### src/hdl/rfpd_pkg.sv
package rfpd_pkg;

   localparam int CFG_W = 9;
   localparam int CMD_W = 3;
   localparam int DATA_W = 32;
   localparam int AMOUNT_W = 8;
   localparam int FILL_W = 8;

   localparam int DEF_MAX_SLOTS = 256;
   localparam int DEF_ELEMENT_WIDTH = 32;

   typedef enum logic [CMD_W-1:0] {
      CMD_PUSH       = 3'd0,
      CMD_FORCE_PUSH = 3'd1,
      CMD_POP        = 3'd2,
      CMD_PEEK       = 3'd3,
      CMD_DROP       = 3'd4,
      CMD_CLEAR      = 3'd5
   } cmd_type;

   typedef struct packed {
      logic [CMD_W-1:0]    command;
      logic [DATA_W-1:0]   write_data;
      logic [AMOUNT_W-1:0] amount;
   } req_type;

   typedef struct packed {
      logic              status;
      logic [DATA_W-1:0] read_data;
      logic [FILL_W-1:0] fill_count;
   } rsp_type;

   // response bookkeeping that travels beside the memory read
   typedef struct packed {
      logic              valid;
      logic              status;
      logic              read_sel;
      logic [FILL_W-1:0] fill;
   } meta_type;

endpackage

### src/hdl/rfpd_ctrl.sv
module rfpd_ctrl #(
   parameter int MAX_SLOTS = 256,
   parameter int ADDR_W = $clog2(MAX_SLOTS)
) (
   input  logic                      clock,
   input  logic                      reset,
   input  logic                      start,
   input  rfpd_pkg::req_type         req,
   output logic                      busy,
   input  logic                      csr_valid,
   input  logic [rfpd_pkg::CFG_W-1:0] csr_data,
   output logic                      csr_ready,
   output logic                      mem_we,
   output logic [ADDR_W-1:0]         mem_waddr,
   output logic                      mem_re,
   output logic [ADDR_W-1:0]         mem_raddr,
   output rfpd_pkg::meta_type        meta
);
   import rfpd_pkg::*;

   localparam int RING_MAX = (MAX_SLOTS < 511) ? MAX_SLOTS : 511;
   localparam int RING_RESET = (MAX_SLOTS < 256) ? MAX_SLOTS : 256;
   localparam int PTR_W = $clog2(RING_MAX);
   localparam int SUM_W = ((PTR_W > AMOUNT_W) ? PTR_W : AMOUNT_W) + 1;

   logic [CFG_W-1:0] len_ff, len_in;
   logic [PTR_W-1:0] head_ff, head_in;
   logic [PTR_W-1:0] tail_ff, tail_in;
   meta_type         meta_ff, meta_in;

   logic             go;
   logic             csr_fire;
   logic [SUM_W-1:0] fill;
   logic [SUM_W-1:0] fill_after;
   logic [SUM_W-1:0] amount_ext;
   logic [PTR_W-1:0] next_tail;
   logic [PTR_W-1:0] peek_ptr;
   logic             full;
   logic             status;
   logic             read_hit;

   function automatic logic [PTR_W-1:0] ring_add(input logic [PTR_W-1:0] ptr,
                                                 input logic [SUM_W-1:0] off,
                                                 input logic [CFG_W-1:0] len);
      logic [SUM_W-1:0] s;
      s = SUM_W'(ptr) + off;
      if (s >= SUM_W'(len)) begin
         s = s - SUM_W'(len);
      end
      return PTR_W'(s);
   endfunction

   function automatic logic [SUM_W-1:0] level(input logic [PTR_W-1:0] h,
                                              input logic [PTR_W-1:0] t,
                                              input logic [CFG_W-1:0] len);
      if (t >= h) begin
         return SUM_W'(t) - SUM_W'(h);
      end
      return SUM_W'(t) + SUM_W'(len) - SUM_W'(h);
   endfunction

   assign busy      = csr_valid;
   assign csr_ready = 1'b1;
   assign csr_fire  = csr_valid & csr_ready;
   assign go        = start & ~busy;

   assign amount_ext = SUM_W'(req.amount);
   assign fill       = level(head_ff, tail_ff, len_ff);
   assign next_tail  = ring_add(tail_ff, SUM_W'(1), len_ff);
   assign full       = (next_tail == head_ff);
   // pop reads at the head, peek at head plus offset
   assign peek_ptr   = ring_add(head_ff,
                                (req.command == CMD_PEEK) ? amount_ext : '0, len_ff);

   always_comb begin
      len_in   = len_ff;
      head_in  = head_ff;
      tail_in  = tail_ff;
      status   = 1'b0;
      read_hit = 1'b0;
      mem_we   = 1'b0;

      if (csr_fire) begin
         if (csr_data == '0) begin
            len_in = CFG_W'(1);
         end else if (csr_data > CFG_W'(RING_MAX)) begin
            len_in = CFG_W'(RING_MAX);
         end else begin
            len_in = csr_data;
         end
         head_in = '0;
         tail_in = '0;
      end else if (go) begin
         case (req.command)
            CMD_PUSH: begin
               if (!full) begin
                  mem_we  = 1'b1;
                  tail_in = next_tail;
               end else begin
                  status = 1'b1;
               end
            end
            CMD_FORCE_PUSH: begin
               mem_we  = 1'b1;
               tail_in = next_tail;
               if (full) begin
                  head_in = ring_add(head_ff, SUM_W'(1), len_ff);
               end
            end
            CMD_POP: begin
               if (fill != '0) begin
                  read_hit = 1'b1;
                  head_in  = ring_add(head_ff, SUM_W'(1), len_ff);
               end else begin
                  status = 1'b1;
               end
            end
            CMD_PEEK: begin
               if (amount_ext < fill) begin
                  read_hit = 1'b1;
               end else begin
                  status = 1'b1;
               end
            end
            CMD_DROP: begin
               if (amount_ext != '0 && amount_ext <= fill) begin
                  head_in = ring_add(head_ff, amount_ext, len_ff);
               end else begin
                  status = 1'b1;
               end
            end
            CMD_CLEAR: begin
               head_in = '0;
               tail_in = '0;
            end
            default: begin
               status = 1'b1;
            end
         endcase
      end
   end

   assign fill_after = level(head_in, tail_in, len_ff);

   always_comb begin
      meta_in          = '0;
      meta_in.valid    = go;
      meta_in.status   = status;
      meta_in.read_sel = read_hit;
      meta_in.fill     = FILL_W'(fill_after);
   end

   assign mem_re    = read_hit;
   assign mem_raddr = ADDR_W'(peek_ptr);
   assign mem_waddr = ADDR_W'(tail_ff);

   always_ff @(posedge clock) begin
      if (reset) begin
         len_ff  <= CFG_W'(RING_RESET);
         head_ff <= '0;
         tail_ff <= '0;
         meta_ff <= '0;
      end else begin
         len_ff  <= len_in;
         head_ff <= head_in;
         tail_ff <= tail_in;
         meta_ff <= meta_in;
      end
   end

   assign meta = meta_ff;

   a_one_rsp_per_cmd: assert property (@(posedge clock) disable iff (reset)
      go |=> meta_ff.valid)
      else $error("accepted command gave no response");

   a_no_stray_rsp: assert property (@(posedge clock) disable iff (reset)
      !go |=> !meta_ff.valid)
      else $error("response without a command");

   a_ptr_in_ring: assert property (@(posedge clock) disable iff (reset)
      SUM_W'(head_ff) < SUM_W'(len_ff) && SUM_W'(tail_ff) < SUM_W'(len_ff))
      else $error("pointer outside ring");

   a_no_rw_clash: assert property (@(posedge clock) disable iff (reset)
      !(mem_we && mem_re))
      else $error("memory read and write in one cycle");

   a_clear_empties: assert property (@(posedge clock) disable iff (reset)
      go && req.command == CMD_CLEAR |=> meta_ff.fill == '0 && !meta_ff.status)
      else $error("clear left words behind");

endmodule
### config.mk
export PLATFORM = sky130hd
export DESIGN_NAME = rfpd_ctrl
export DESIGN_NICKNAME = d
export VERILOG_FILES = /design/src/hdl/rfpd_pkg.sv /design/src/hdl/rfpd_ctrl.sv
export SDC_FILE = /design/constraint.sdc
export NUM_CORES = 1
export LEC_CHECK = 0
export ABC_AREA = 1
export BUFFER_PORTS_ARGS = -buffer_cell sky130_fd_sc_hd__buf_2
export CORE_ASPECT_RATIO = 0.9
export CORE_MARGIN = 8
export CORE_UTILIZATION = 60
export CTS_BUF_LIST = sky130_fd_sc_hd__clkbuf_16
export DETAILED_ROUTE_END_ITERATION = 10
export PLACE_DENSITY = 0.84
export SLEW_MARGIN = 0
export SYNTH_ARGS = -nofsm -noshare
export SYNTH_HDL_FRONTEND = slang
export SYNTH_SLANG_ARGS = --single-unit
### constraint.sdc
create_clock -name clock -period 10.2 [get_ports clock]
set_input_delay 3.06 -clock clock [delete_from_list [all_inputs] [get_ports clock]]
set_output_delay 3.06 -clock clock [all_outputs]
set_load 0.02 [all_outputs]
==> results of run 1 <==
-- worst reg2reg max path: cells and delay by family, from the launching register on --
family                   cells  cell delay [ns]
flip-flops                   1             0.54
adder cells (fa/ha/maj)      5             2.16
XOR/XNOR                     1             0.14
AO/OA/AOI/OAI                6             1.18
buffers and inverters        7             0.78
AND/OR/NAND/NOR             25             2.17
-- area by class of cell --
class / instances / area [sq um]
Clock buffer: 5 / 125
Fill cell: 1098 / 3810
Inverter: 219 / 822
Tap cell: 156 / 195
Sequential cell: 36 / 721
Clock inverter: 3 / 38.8
Multi-Input combinational cell: 846 / 5400
Timing Repair Buffer: 54 / 273
-- cell usage in the layout, fill, tap and decap left out, drive strengths merged, types with 4 or more instances in the layout --
cell and instances:
a211oi 5, a21oi 80, buf 54, clkbuf 5, dfxtp 36, fa 23
ha 95, inv 220, nand2 275, nand3 87, nand3b 5, nand4 17
nor2 102, nor3 17, o211ai 8, o21ai 45, o21bai 8, o31ai 5
or2 4, xnor2 18, xor2 33
-- worst paths after layout --
check	cells after the start	endpoint	start	slack (ns)
min reg2reg	2	len_ff[6]	len_ff[6]	0.47
max	22	mem_raddr[1]	req[41]	0.43
max reg2reg	44	meta[7]	len_ff[1]	3.14
min	2	len_ff[6]	len_ff[6]	0.47
-- state kept, by name, summed over array words and instances, names as in the netlist --
signal     cells
len_ff         9
head_ff        8
meta          11
mem_waddr      8
-- cells by family (layout without fill, tap and decap cells) --
logic type,after synthesis,in the layout,synth area share [%]
simple gates,510,510,33.0
buf+inv,232,281,12.6
compound gates,165,165,14.0
fa+ha+maj,118,118,23.6
xor+xnor,51,51,6.38
flops,36,36,10.3
other cells,1,1,0.0536
mux,1,1,0.161
-- what timing repair did --
action	in CTS	in global routing
endpoints found under the hold margin	0	0
gates resized for setup	0	1
hold buffers	0	0
endpoints found under the setup margin	0	2
-- report_power, final --
part | internal [mW] | total (mW) | switching, mW
combinational | 0.112 | 0.312 | 0.201
sequential | 0.148 | 0.154 | 0.00624
clock | 0.114 | 0.173 | 0.0590
total | 0.373 | 0.639 | 0.266
-- per-layer routing --
| layer | global-route usage, % | vias to the layer above |
|---|---|---|
| met5 | 0 | - |
| met4 | 8.85 | 0 |
| met3 | 3.82 | 62 |
| met2 | 43.0 | 362 |
| met1 | 35.0 | 3309 |
| li1 | - | 3690 |
==> impl_metrics.py, run 1 <==
metrics = {
    "run_status": {
        "outcome": "completed",
    },
    "die": {
        "rows": 37,
        "fp.dieH_um": 118,
        "die_x_um": 130,
        "initial_core_util_pct": 61.5,
        "dieArea_sq_um": 15400,
        "io_pins": 87,
        "fp.coreArea_sq_um": 11400,
    },
    "sta": {
        "fin_ws_ns": 0.427,
        "tns_ns": 0,
        "max_freq_mhz": 102,
        "final-hold-violation-count": 0,
        "post-route-min-period_ns": 9.77,
        "grt_setup_unrepaired": "no",
        "worst_pin_slew_ns": 0.938,
        "whs_ns": 0.468,
        "slew_viol_final": 0,
        "slew_headroom_pct": 37.4,
        "clock_skew_ns": 0.00675,
        "setup_viol": 0,
        "timing.final.crit_share_pct": 95.8,
    },
    "route": {
        "met1_length_um": 8790,
        "first_pass_iters": 8,
        "drt-total-wl_um": 20400,
        "wl_met3_um": 1950,
        "maxUsedRoutingLayer": "met4",
        "via_count": 7423,
        "drt_iter0_markers": 682,
        "wl_per_cell_um": 15.5,
        "route.met2.wl_um": 8980,
        "via_per_inst": 5.63,
        "antenna_left": 0,
        "drc_errors": 0,
    },
    "clocking": {
        "clockBufferDepth": 2,
        "cts_setup_buffers": 0,
        "numCtsBuffers": 5,
        "root_buffer": "clkbuf_16",
        "cts_max_level": 2,
        "clkLatencyLatePin_ns": 0.28,
        "clk_pin_slew_worst_paths_ns": 0.06,
        "cts_tree": "built",
        "clock-sinks": 36,
    },
    "logic_synthesis": {
        "syn_inst": 1114,
        "synthArstFlopShare_pct": 0,
        "ys_types": 44,
        "synthesis.nets": 1288,
        "yosys_warnings": 0,
        "syn_area_sq_um": 7000,
        "synth-seq-cells": 36,
        "yosysTopAreaCellShare_pct": 17.0,
        "ys_top_cells_by_count": "nand2_1, inv_1, nor2_1, ha_1, nand3_1",
        "synthMostInstantiatedCell": "nand2_1",
        "yosysTopAreaCell": "ha_1",
        "synth_ff_type": "dfxtp_1",
        "synth_area_leaders": "ha_1, nand2_1, inv_1, dfxtp_1, fa_1",
        "synth_edf_count": 0,
        "syn_area_per_cell_sq_um": 6.29,
        "seq_area_frac_synth_pct": 10.3,
    },
    "pwr": {
        "power_density_nw_per_um2": 84.4,
        "ir_drop_v": 0.0000992,
        "cellLeakagePower_nw": 4.26,
        "p_total_mw": 0.639,
    },
    "placed_design": {
        "place_hpwl_um": 16100,
        "place.gp.congestion": 0.997,
        "placed_cells": 1311,
        "io_buffers": 53,
        "placed_cell_area_sq_um": 7410,
        "post-place-ws_ns": 0.356,
    },
    "setup_path": {
        "worstSetupStartpointType": "input pin",
        "cpMaxStageDelayCell": "fa_1",
        "required_ns": 7.14,
        "cp.buffers_inverters": 6,
        "cp_max_fo": 8,
        "slowest_delay_ns": 0.41,
        "criticalPathCategory": "in -> out",
        "crit_path_end_kind": "output pin",
        "crit_family": "adder cells",
        "arrival_ns": 6.71,
        "crit_chain": "buf_2 > inv_1 > nor3_1 > inv_1 > nor2_1 > ha_1 > fa_1 > xor2_1 > ha_1 > a21oi_1 > nand2_1 > a21oi_1 > inv_1 > a21oi_1 > inv_1 > a21oi_1 > nor2_1 > nor2_1 > nor2_1 > nor2_2 > mux2_2 > buf_2",
    },
    "layout": {
        "drive_gt1_share_pct": 10.5,
        "final_area_sq_um": 7580,
        "nNetsFinal": 1336,
        "post-route-util_pct": 66.5,
        "antenna_cells": 0,
        "final_cells": 1319,
        "area_growth_pct": 8.20,
    },
    "grt": {
        "grt_overflow_total": 0,
        "first_global_vias": 6978,
        "antenna_found_initial": 0,
        "grt_first_pass_wirelength_um": 33200,
        "grt.total_usage_pct": 26.5,
        "grt_max_degree": 33,
    },
    "run": {
        "cap_violations": 0,
    },
    "min_path": {
        "holdCritPathClass": "reg -> reg",
    },
}
Note: power is estimated with default switching activity, not from simulation.
==> run 2, diff against run 1 <==
- ABC_AREA: 1 -> default
- CORE_MARGIN: 8 -> 5
- clock period: 10.2 -> 11.34 ns (I/O delays scaled with it)
==> run 2 against run 1 <==
  * Sequential cell count unchanged
  * Total power fell by 29%
  * First-iteration DRC count is 16% lower
  * Die area is 13% lower
  * Clock power shrank 9.8%
  * Critical path depth fell by 3
  * Synthesized cell count shrank 20%
  * Area after synthesis down 4.3%
  * Global-route usage is 2.1 points higher
  * Via count decreased by 10%
  * Core utilization fell by 0.12 points
  * Sequential share of layout area increased by 0.44 points
  * Largest power group unchanged
  * Highest routed layer unchanged
==> impl_metrics.py, run 2 <==
metrics = {
    "run_status": {
        "outcome": "completed",
    },
    "setup_path": {
        "cpMaxStageDelayCell": "mux2_2",
        "slowest_delay_ns": 0.32,
        "path_common_cell": "a21oi_1",
        "required_ns": 7.94,
        "criticalPathCategory": "in -> out",
        "crit_path_end_kind": "output pin",
        "arrival_ns": 7.11,
        "worstSetupStartpointType": "input pin",
        "cp_max_fo": 13,
        "crit_chain": "buf_2 > nand2_1 > nor2_1 > and2_1 > ha_1 > a21o_1 > a21oi_1 > o21bai_1 > a21oi_1 > o21bai_1 > a21oi_1 > xnor2_1 > ha_1 > nand4_1 > nor2_1 > a211o_1 > a21o_1 > mux2_2 > buf_2",
    },
    "clocking": {
        "hold_buffers": 0,
        "clockBufferDepth": 2,
        "clock-sinks": 36,
        "cts_setup_buffers": 0,
        "cts_tree": "built",
        "root_buffer": "clkbuf_16",
        "clkLatencyLatePin_ns": 0.28,
        "clk_pin_slew_worst_paths_ns": 0.06,
        "numCtsBuffers": 5,
        "cts.repair.resized": 0,
        "cts_max_level": 2,
    },
    "sta": {
        "final-hold-violation-count": 0,
        "slew_headroom_pct": 51.3,
        "tns_ns": 0,
        "post-route-min-period_ns": 10.51,
        "timing.final.crit_share_pct": 92.7,
        "setup_viol": 0,
        "fin_ws_ns": 0.833,
        "max_freq_mhz": 95.2,
        "grt_setup_unrepaired": "no",
        "slew_viol_final": 0,
        "clock_skew_ns": 0.00429,
        "worst_pin_slew_ns": 0.730,
    },
    "pwr": {
        "ir_drop_v": 0.0000822,
        "cellLeakagePower_nw": 3.30,
        "power_density_nw_per_um2": 62.4,
    },
    "min_path": {
        "holdCritPathClass": "reg -> reg",
    },
    "die": {
        "die_x_um": 121,
        "io_pins": 87,
        "initial_core_util_pct": 61.5,
        "fp.dieH_um": 110,
        "rows": 36,
        "fp.coreArea_sq_um": 10900,
        "dieArea_sq_um": 13400,
    },
    "route": {
        "route.met2.wl_um": 8260,
        "maxUsedRoutingLayer": "met4",
        "first_pass_iters": 6,
        "antenna_left": 0,
        "met1_length_um": 8550,
        "wl_per_cell_um": 17.6,
        "via_per_inst": 6.15,
        "drc_errors": 0,
        "wl_met3_um": 1510,
        "drt_iter0_markers": 572,
        "via_count": 6650,
        "drt-total-wl_um": 19000,
    },
    "layout": {
        "largest_reg_flops": 11,
        "final_common_cell": "nor2_1",
        "antenna_cells": 0,
        "nFillCells": 981,
        "final_cell_mix": "nor2_1, ha_1, inv_1",
        "drive_gt1_share_pct": 12.5,
        "nNetsFinal": 1102,
        "area_growth_pct": 8.03,
    },
    "logic_synthesis": {
        "seq_area_frac_synth_pct": 10.8,
        "yosysTopAreaCellShare_pct": 17.7,
        "synth-seq-cells": 36,
        "synthMostInstantiatedCell": "nor2_1",
        "syn_inst": 886,
        "yosys_warnings": 0,
        "ys_top_cells_by_count": "nor2_1, ha_1, inv_1, a21oi_1, nand2_1",
        "syn_area_sq_um": 6700,
        "syn_area_per_cell_sq_um": 7.56,
        "synth_ff_type": "dfxtp_1",
        "yosysTopAreaCell": "ha_1",
        "synthesis.nets": 1060,
        "synthArstFlopShare_pct": 0,
        "synth_edf_count": 0,
        "ys_types": 82,
        "synth_area_leaders": "ha_1, dfxtp_1, fa_1, a21oi_1, nor2_1",
    },
    "placed_design": {
        "place_hpwl_um": 14800,
        "post-place-ws_ns": 0.898,
        "io_buffers": 53,
        "place.gp.congestion": 0.996,
    },
    "grt": {
        "grt_max_degree": 47,
        "antenna_found_initial": 0,
        "grt_overflow_total": 0,
        "first_global_vias": 6214,
        "grt.total_usage_pct": 28.6,
        "grt_first_pass_wirelength_um": 30700,
    },
    "run": {
        "cap_violations": 0,
    },
}
-- run 2: cell families after synthesis --
logic type	count (synthesis)	synth area share [%]
AOI/OAI and AO/OA	238	23.1
xor gates and xnor gates	66	8.74
adders and majority gates	118	24.6
buffers and inverters	106	6.31
DFF	36	10.8
muxes	17	2.71
other	1	0.0560
and+or+nand+nor	304	23.7
-- run 2: worst max-delay path, delay by kind of cell --
family / cells / cell delay, ns
AND/OR/NAND/NOR: 5 / 0.62
AO/OA/AOI/OAI: 8 / 1.66
adder cells (fa/ha/maj): 2 / 0.56
multiplexers: 1 / 0.32
buffers and inverters: 2 / 0.36
XOR/XNOR: 1 / 0.17
-- run 2: worst paths after layout --
check             startpoint           end  slack [ns]  depth (start not counted)
setup / recovery     req[41]  mem_raddr[6]        0.83                         19
hold / removal     len_ff[8]     len_ff[8]        0.60                          2
setup reg to reg  head_ff[3]       meta[7]        3.14                         32
hold reg to reg    len_ff[8]     len_ff[8]        0.60                          2
-- run 2: layer usage --
layer	track usage, %	up-vias
li1	-	3235
met1	39.4	3085
met2	44.5	273
met3	5.20	57
met4	11.3	0
met5	0	-
-- run 2: cell type report --
cell class | count | area [sq um] | share of cell area (%)
sequential | 36 | 721 | 9.96
multi-input combinational | 744 | 5560 | 76.8
clock inverter | 3 | 38.8 | 0.536
inverter | 85 | 319 | 4.41
clock buffer | 5 | 125 | 1.73
tap | 152 | 190 | 2.63
timing repair buffer | 56 | 288 | 3.98
-- run 2: metrics by stage --
stage | hold WS [ns] | cell area [sq um] | power (mW) | utilization [%] | cells
after CTS | 0.579 | 7240 | 0.449 | 66.4 | 1081
after floorplan | 0.491 | 6700 | 0.258 | - | 886
after detailed placement | 0.573 | 7070 | 0.295 | 64.9 | 1073
after global routing | 0.667 | 7240 | 0.477 | 66.4 | 1081
final | 0.596 | 7240 | 0.452 | 66.4 | 1081
after global placement | 0.553 | 7070 | 0.291 | 64.9 | 1073
-- run 2: where the power goes --
part | switching (mW) | total, mW | internal (mW)
Sequential | 0.00250 | 0.131 | 0.129
Combinational | 0.0966 | 0.165 | 0.0685
Clock | 0.0533 | 0.156 | 0.102
Total | 0.152 | 0.452 | 0.300
==> run 3, diff against run 2 <==
- CORE_UTILIZATION: 60 -> 55
- CTS_BUF_LIST: sky130_fd_sc_hd__clkbuf_16 -> sky130_fd_sc_hd__clkbuf_8 sky130_fd_sc_hd__clkbuf_16
- PLACE_DENSITY: 0.84 -> 0.81
- clock period: 11.34 -> 9.43 ns (I/O delays scaled with it)
==> run 3 against run 2 <==
  * Clock skew down 0.00072 ns
  * Combinational power up 24%
  * Total power up 18%
  * Highest routed layer unchanged
  * Sequential share of layout area down 0.16 points
  * Setup slack worse by 0.63 ns
  * Critical endpoint is now mem_raddr[7]
  * Core utilization down 5.0 points
  * Clock power up 9%
  * Global-route usage down 2.6 points
  * Worst hold slack better by 0.0020 ns
  * Non-clock buffer count up 12
  * Via count up 1.5%
==> impl_metrics.py, run 3 (synthesis results as in run 2) <==
metrics = {
    "run_status": {
        "outcome": "completed",
    },
    "run": {
        "cap_violations": 0,
    },
    "sta": {
        "slew_viol_final": 0,
        "setup_viol": 0,
        "max_freq_mhz": 108,
        "clock_skew_ns": 0.00357,
        "final-hold-violation-count": 0,
        "post-route-min-period_ns": 9.23,
        "worst_pin_slew_ns": 0.798,
        "slew_headroom_pct": 46.7,
        "timing.final.crit_share_pct": 97.8,
        "grt_setup_unrepaired": "no",
        "tns_ns": 0,
    },
    "die": {
        "io_pins": 87,
        "fp.coreArea_sq_um": 12000,
        "rows": 38,
        "dieArea_sq_um": 14500,
        "fp.dieH_um": 115,
        "die_x_um": 126,
        "initial_core_util_pct": 55.9,
    },
    "pwr": {
        "ir_drop_v": 0.0000746,
        "cellLeakagePower_nw": 3.34,
        "power_density_nw_per_um2": 72.2,
    },
    "grt": {
        "grt_overflow_total": 0,
        "grt_first_pass_wirelength_um": 30700,
        "grt.total_usage_pct": 25.9,
        "first_global_vias": 6384,
        "antenna_found_initial": 0,
        "grt_max_degree": 47,
    },
    "setup_path": {
        "arrival_ns": 6.40,
        "required_ns": 6.60,
        "crit_chain": "buf_2 > nand2_1 > nor3_1 > ha_1 > fa_1 > ha_1 > a21oi_1 > o21ai_0 > and2_1 > o21ai_0 > nand2_1 > a21o_1 > a21o_1 > a211o_1 > a21o_2 > mux2_2 > buf_2",
        "criticalPathCategory": "in -> out",
        "cp_max_fo": 8,
        "slowest_delay_ns": 0.48,
        "worstSetupStartpointType": "input pin",
        "cpMaxStageDelayCell": "fa_1",
        "reg2regPathDepth": 32,
        "crit_path_end_kind": "output pin",
    },
    "layout": {
        "area_growth_pct": 9.79,
        "nFillCells": 1090,
        "final_cell_mix": "nor2_1, ha_1, inv_1",
        "final_area_sq_um": 7360,
        "final_cells": 1101,
        "final_common_cell": "nor2_1",
        "regArea_sq_um": 721,
        "multi_input_area_sq_um": 5580,
        "nNetsFinal": 1114,
        "drive_gt1_share_pct": 14.6,
        "largest_reg_flops": 11,
        "antenna_cells": 0,
    },
    "clocking": {
        "hold_buffers": 0,
        "numCtsBuffers": 5,
        "clk_pin_slew_worst_paths_ns": 0.06,
        "cts_max_level": 2,
        "cts_tree": "built",
        "clkLatencyLatePin_ns": 0.28,
        "clockBufferDepth": 2,
        "clock-sinks": 36,
        "root_buffer": "clkbuf_16",
    },
    "route": {
        "wl_per_cell_um": 17.2,
        "drc_errors": 0,
        "drt_iter0_markers": 663,
        "antenna_left": 0,
        "first_pass_iters": 5,
        "via_count": 6751,
        "drt-total-wl_um": 18900,
        "via_per_inst": 6.13,
    },
    "min_path": {
        "holdCritPathClass": "reg -> reg",
        "min_path_cells": 2,
    },
    "placed_design": {
        "place.gp.congestion": 1.01,
        "place_hpwl_um": 15000,
        "io_buffers": 53,
        "placed_cell_area_sq_um": 7170,
        "placed_cells": 1092,
    },
}
==> run 3: per-layer routing <==
metal	vias to the layer above	share of wire [%]	GRT usage, %	wire length (um)
met4	0	4.2	12.0	793
met5	-	0	0	0
li1	3269	-	-	-
met1	3110	44	35.3	8280
met3	67	8.5	4.38	1620
met2	305	44	40.3	8260
==> run 3: area by class of cell <==
| type | count | area share (%) |
|---|---|---|
| clock inverters | 2 | 0.204 |
| clock buffers | 6 | 1.89 |
| inverters | 85 | 4.34 |
| multi-input cells | 744 | 75.9 |
| repair buffers | 68 | 5.14 |
| well taps | 160 | 2.72 |
| flip-flops and latches | 36 | 9.80 |
==> run 3: critical path: cells and delay by family <==
| family | cells | cell delay, ns |
|---|---|---|
| AOI/OAI and AO/OA | 7 | 1.32 |
| adders and majority gates | 3 | 1.05 |
| buffers and inverters | 2 | 0.36 |
| muxes | 1 | 0.29 |
| and+or+nand+nor | 4 | 0.52 |
==> run 3: final timing paths <==
| path | to | startpoint | slack, ns |
|---|---|---|---|
| worst max register to register | meta[7] | head_ff[1] | 1.49 |
| worst min register to register | len_ff[8] | len_ff[8] | 0.60 |
| worst max-delay path | mem_raddr[7] | req[40] | 0.20 |
| worst min-delay path | len_ff[8] | len_ff[8] | 0.60 |
==> run 3: stage by stage <==
stage / power (mW) / util (%) / hold WS (ns) / setup WS, ns
global route: 0.564 / 61.4 / 0.599 / 0.0181
floorplan: 0.310 / - / 0.491 / 0.230
finish: 0.531 / 61.4 / 0.598 / 0.204
global placement: 0.353 / 59.8 / 0.552 / 0.185
CTS: 0.527 / 61.1 / 0.578 / 0.162
detailed placement: 0.357 / 59.8 / 0.572 / 0.127
==> run 3: what timing repair did <==
item                                    CTS  global route
resized for setup                         0             8
setup buffers                             0             1
endpoints found under the setup margin    0             9
==> run 3: report_power, final <==
group          total [mW]  internal (mW)  switching, mW
registers           0.157          0.155        0.00243
clock network       0.170          0.105         0.0648
logic               0.204         0.0878          0.117
